File: config.mk
export PLATFORM = sky130hd
export DESIGN_NAME = fnws_ctrl
export DESIGN_NICKNAME = d
export VERILOG_FILES = /design/src/hdl/fnws_pkg.sv /design/src/hdl/fnws_ctrl.sv
export SDC_FILE = /design/constraint.sdc
export NUM_CORES = 1
export LEC_CHECK = 0
export CORE_AREA = 2 2 39 41
export CTS_CLUSTER_DIAMETER = 80
export CTS_CLUSTER_SIZE = 24
export DETAILED_ROUTE_END_ITERATION = 12
export DIE_AREA = 0 0 41 43
export DONT_BUFFER_PORTS = 1
export HOLD_SLACK_MARGIN = 0.12
export MAX_ROUTING_LAYER = met4
export PLACE_DENSITY_LB_ADDON = 0.1
export SLEW_MARGIN = 20
export SYNTH_ARGS = -nofsm -noshare
export SYNTH_HDL_FRONTEND = slang
export SYNTH_SLANG_ARGS = --single-unit
File: constraint.sdc
create_clock -name clk -period 1.5 [get_ports clk]
set_clock_uncertainty 0.1 [all_clocks]
set_input_delay 0.45 -clock clk [delete_from_list [all_inputs] [get_ports clk]]
set_output_delay 0.45 -clock clk [all_outputs]
set_load 0.02 [all_outputs]
File: src/hdl/fnws_pkg.sv
// fnws_pkg: shared types, constants and the atan table for the waypoint search
// no dependencies
package fnws_pkg;
  localparam int MaxWaypoints = 1024;
  localparam int AddrW = $clog2(MaxWaypoints);
  localparam int CntW = $clog2(MaxWaypoints + 1);
  localparam int PosW = 24;
  localparam int DiffW = 25;
  localparam int CordW = 28;
  localparam int ZW = 20;
  localparam int RelW = 20;
  localparam int DistW = 50;
  localparam int HalfPiQ16 = 102944;
  localparam int PiQ13 = 25736;
  localparam int TwoPiQ13 = 51472;

  // configuration register indexes
  localparam int CfgHalfAngle = 0;
  localparam int CfgMinRange = 1;

  typedef enum logic [1:0] {
    REQ_POSE = 2'd0,
    REQ_LOAD = 2'd1,
    REQ_SEARCH = 2'd2,
    REQ_NONE = 2'd3
  } req_t;

  typedef enum logic [2:0] {
    ST_IDLE, ST_READ, ST_SETUP, ST_ROT, ST_EVAL, ST_OUT
  } state_t;

  // input word: request code, position, heading
  typedef struct packed {
    req_t req_type;
    logic signed [PosW-1:0] pos_x;
    logic signed [PosW-1:0] pos_y;
    logic signed [15:0] heading;
  } in_word_t;

  // result word: selected waypoint and hit flag
  typedef struct packed {
    logic signed [PosW-1:0] best_x;
    logic signed [PosW-1:0] best_y;
    logic found;
  } out_word_t;

  typedef struct packed {
    logic pose_ld;
    logic wp_wr;
    logic srch_clr;
    logic rd;
    logic setup;
    logic rot;
    logic eval;
  } cmd_t;

  typedef struct packed {
    logic more;
    logic rot_last;
    logic full;
  } sts_t;

  function automatic logic [17:0] atan_q16(input logic [3:0] i);
    case (i)
      4'd0: atan_q16 = 18'd51472;
      4'd1: atan_q16 = 18'd30386;
      4'd2: atan_q16 = 18'd16055;
      4'd3: atan_q16 = 18'd8150;
      4'd4: atan_q16 = 18'd4091;
      4'd5: atan_q16 = 18'd2047;
      4'd6: atan_q16 = 18'd1024;
      4'd7: atan_q16 = 18'd512;
      4'd8: atan_q16 = 18'd256;
      4'd9: atan_q16 = 18'd128;
      4'd10: atan_q16 = 18'd64;
      4'd11: atan_q16 = 18'd32;
      4'd12: atan_q16 = 18'd16;
      4'd13: atan_q16 = 18'd8;
      4'd14: atan_q16 = 18'd4;
      default: atan_q16 = 18'd2;
    endcase
  endfunction
endpackage

File: src/hdl/fnws_ctrl.sv
// fnws_ctrl: request sequencer for the waypoint search
// depends on fnws_pkg
module fnws_ctrl (
  input  logic            clk,
  input  logic            rst_n,
  input  logic            in_valid,
  input  logic [1:0]      in_req,
  output logic            in_ready,
  output logic            out_valid,
  input  logic            out_ready,
  input  fnws_pkg::sts_t  sts,
  output fnws_pkg::cmd_t  cmd
);
  import fnws_pkg::*;
  state_t state_r, state_nxt;
  logic acc;
  assign acc = in_valid && in_ready;

  always_comb begin
    state_nxt = state_r;
    unique case (state_r)
      ST_IDLE: if (acc && req_t'(in_req) == REQ_SEARCH)
        state_nxt = sts.more ? ST_READ : ST_OUT;
      ST_READ: state_nxt = ST_SETUP;
      ST_SETUP: state_nxt = ST_ROT;
      ST_ROT: if (sts.rot_last) state_nxt = ST_EVAL;
      ST_EVAL: state_nxt = sts.more ? ST_READ : ST_OUT;
      ST_OUT: if (out_ready) state_nxt = ST_IDLE;
      default: state_nxt = ST_IDLE;
    endcase
  end

  always_comb begin
    in_ready = (state_r == ST_IDLE);
    out_valid = (state_r == ST_OUT);
    cmd = '0;
    cmd.pose_ld = acc && req_t'(in_req) == REQ_POSE;
    cmd.wp_wr = acc && req_t'(in_req) == REQ_LOAD && !sts.full;
    cmd.srch_clr = acc && req_t'(in_req) == REQ_SEARCH;
    cmd.rd = (state_r == ST_READ);
    cmd.setup = (state_r == ST_SETUP);
    cmd.rot = (state_r == ST_ROT);
    cmd.eval = (state_r == ST_EVAL);
  end

  always_ff @(posedge clk) begin
    if (!rst_n) state_r <= ST_IDLE;
    else state_r <= state_nxt;
  end
endmodule

Word level (Yosys, flattened, before mapping)
Cells that the tools add are included.
{"block": "totals", "ff_bits": 3, "input_bits": 9, "output_inout_bits": 9, "word_cells": 25}
{"block": "classes", "n_eq_ne": 10, "mux": 5, "n_reduce_logical": 9}
{"op": "$pmux W3 S6", "count": 1}
{"op": "$mux W3", "count": 4}
{"op": "$eq A3 B2 Y1 const B", "count": 2}
{"op": "$eq A3 B3 Y1 const B", "count": 2}
{"op": "$logic_and A1 B1 Y1", "count": 5}
{"op": "$ne A2 B1 Y1 const B", "count": 2}
{"op": "$eq A3 B1 Y1 const B", "count": 1}
{"op": "$logic_not A3 Y1", "count": 1}
{"op": "$reduce_and A3 Y1", "count": 1}
{"op": "$eq A2 B1 Y1 const B", "count": 1}
{"op": "$eq A2 B2 Y1 const B", "count": 1}
{"op": "$logic_not A2 Y1", "count": 1}
{"op": "$ne A2 B2 Y1 const B", "count": 1}
{"op": "$logic_not A1 Y1", "count": 1}

Depth between registers and ports, before layout
{"block": "logic_depth", "depth_word": 5, "ltp_mapped": 4, "depth_no_buf": 3}

Least setup slack after synthesis
Ideal clock, no wire load.
{"block": "synth_timing", "kind": "register to output", "startpoint": "register state_r[1]", "endpoint": "output cmd[5] (netlist name)", "arrival_time_ps": 1337, "required_ps": 950, "setup_slack_ps": -387, "path_stages_with_launch": 5, "n_path_buf": 1, "cell_sequence": "dfxtp_1 -> buf_6 -> nor3_4 -> nand2_2 -> nor4b_2"}
{"element": "start, declared", "line": "fnws_ctrl.sv:15", "rtl": "state_t state_r, state_nxt;"}
{"element": "start signal, assigned", "line": "fnws_ctrl.sv:48", "rtl": "else state_r <= state_nxt;"}
{"element": "end, declared", "line": "fnws_ctrl.sv:12", "rtl": "output fnws_pkg::cmd_t cmd"}

==> reports/metrics.cfg <==
[timing]
fin_ws_ns = -0.287
fin_crit_sh = 1.19
holdWs_ns = 0.233
finalHoldViolations = 0
period_minus_slack_ns = 1.79
setup_tns_ns = -1.66
slew_headroom = 0.876
maxSlewViolCount = 0
rsz0062_at_grt = yes
setup_viol = 10
tightest_slew_ns = 0.185
clock.fmax_mhz = 560

[grt]
grt_pass1_wl_um = 1300
use_met1 = 0.103
grt_pass1_vias = 330
gr-usage-all-layers = 0.116
busiest_layer = met2
overflow = 0
grt_max_degree = 8
met3_usage = 0.0157
antenna_found_initial = 0
gr-usage-met2 = 0.181

[cells_and_area]
fin_area_sq_um = 559
antenna_cells = 0
finalNetCount = 63
layout.cells.non_filler = 69
top_register = state_r
post-route-util = 0.404
largest_reg_flops = 3
n_fill_cell = 143
top_regs = state_r (3)
multiInputGateArea_sq_um = 251
synthToLayoutAreaGrowth_pct = 117
drive_gt1_frac = 0.736
regArea_sq_um = 68.8

[yosys]
syn_area_sq_um = 258
syn-mean-instance-area_sq_um = 8.31
synth_commonest_cells = dfxtp_1, nor2_1, a21oi_1, nor3_1
yosys.area.top_type = dfxtp_1
synth_area_leaders = dfxtp_1, nor3_4, nor4b_2
synth-main-ff-cell = dfxtp_1
ys_warn_count = 0
synth_edf_count = 0
synth.yosys.seq_area_share = 0.233
async_flop_share = 0
yosys.area.top_type_share = 0.233
synthCells = 31
synth_seq_cells = 3
synth_cell_types = 25
syn_nets = 40

[place]
place_ws_ns = -0.0669
dp_hpwl_um = 606
portBuffers = 0
gp_congestion = 0.762
placedCellCount = 57
dpl_cell_area_sq_um = 377

[floorplanning]
ioPinCount = 18
die_h_um = 43
start_util = 0.186
die-area_sq_um = 1760
rows = 14
core_area_sq_um = 1380
die_width_um = 41

[clocking]
hold_buffers = 0
htreeDepth = 1
cts_root_buffer = clkbuf_4
cts_inserted_buffers = 3
cts_tree = done
path_clk_slew_ns = 0.03
clock_latency_ns = 0.23
clock-sinks = 3
clk_path_buf_depth = 2

[pwr]
leakage_nw = 0.230
power_density_nw_per_um2 = 1530
power.total_mw = 0.855
ir_drop_v = 0.000515

[flow_run]
drv_cap = 0

[critical_path]
worstPathArrival_ns = 1.24
crit_type = reg2out
cp.required_ns = 0.95
worstSetupStartpointType = flip-flop
endpoint_kind = output port
cp_max_fo = 2

[status]
status = finished, violations left
violations = negative setup slack

[drt]
drcViolationCount = 0
vias_per_cell = 4.74
drtPass1Iterations = 1
drt_iter0_markers = 0
routedWlPerCell_um = 13.2
final_antenna_net_count = 0
vias = 327
drt-total-wl_um = 908

[min_path]
hold_class = in2reg

cells by family (layout without fill, tap and decap cells):
kind of cell    Yosys count  in the layout  share of synthesized area
compound gates            7              7                      0.189
simple gates             18             18                      0.500
buf+inv                   3             25                     0.0776
flops                     3              3                      0.233
cell usage in the layout (no fill, tap or decap), types with 2 or more instances in the layout:
cell type / synthesis / routed
nor3_4: 1 / 2
a21oi_1: 2 / 2
clkbuf_4: 0 / 3
dfxtp_4: 0 / 2
buf_6: 1 / 7
nor2_4: 0 / 2
buf_4: 0 / 12
metal layers:
layer | vias to the layer above | share of wire
li1 | 160 | -
met1 | 153 | 0.31
met2 | 12 | 0.59
met3 | 2 | 0.066
met4 | 0 | 0.025
met5 | - | 0
worst max-delay path: stages, from the launching register on:
cell and delay (ns):
dfxtp_2 0.33, nor3_4 0.20, nand2_2 0.10, nor4b_4 0.21, buf_4 0.18
final cells by class:
| cell class | instances | share of cell area |
|---|---|---|
| multi-input cells | 25 | 0.450 |
| well taps | 16 | 0.0358 |
| clock buffers | 4 | 0.0470 |
| inverters | 1 | 0.0157 |
| flip-flops and latches | 3 | 0.123 |
| repair buffers | 20 | 0.329 |
worst paths after layout:
| kind | startpoint | endpoint | slack, ns | cells after the start |
|---|---|---|---|---|
| worst max-delay path | state_r[0]$_SDFFE_PN0P_ | cmd[5] | -0.29 | 4 |
| worst min register to register | state_r[1]$_SDFFE_PN0P_ | state_r[1]$_SDFFE_PN0P_ | 0.58 | 3 |
| worst max register to register | state_r[1]$_SDFFE_PN0P_ | state_r[2]$_SDFFE_PN0P_ | -0.03 | 6 |
| worst min-delay path | sts[1] | state_r[1]$_SDFFE_PN0P_ | 0.23 | 1 |
power by group:
| part | leakage (nW) | total, mW | internal, mW | switching [mW] |
|---|---|---|---|---|
| logic | 0.189 | 0.584 | 0.304 | 0.281 |
| clock network | 0.0150 | 0.137 | 0.0994 | 0.0377 |
| registers | 0.0264 | 0.133 | 0.109 | 0.0242 |
what timing repair did:
| action | 4_1_cts | 5_1_grt |
|---|---|---|
| pin swaps | 6 | 6 |
| endpoints found under the setup margin | 9 | 10 |
| gates cloned | 1 | 0 |
| gates resized for setup | 14 | 13 |
| buffers inserted | 6 | 1 |
Power figures use the tool's default switching activity.
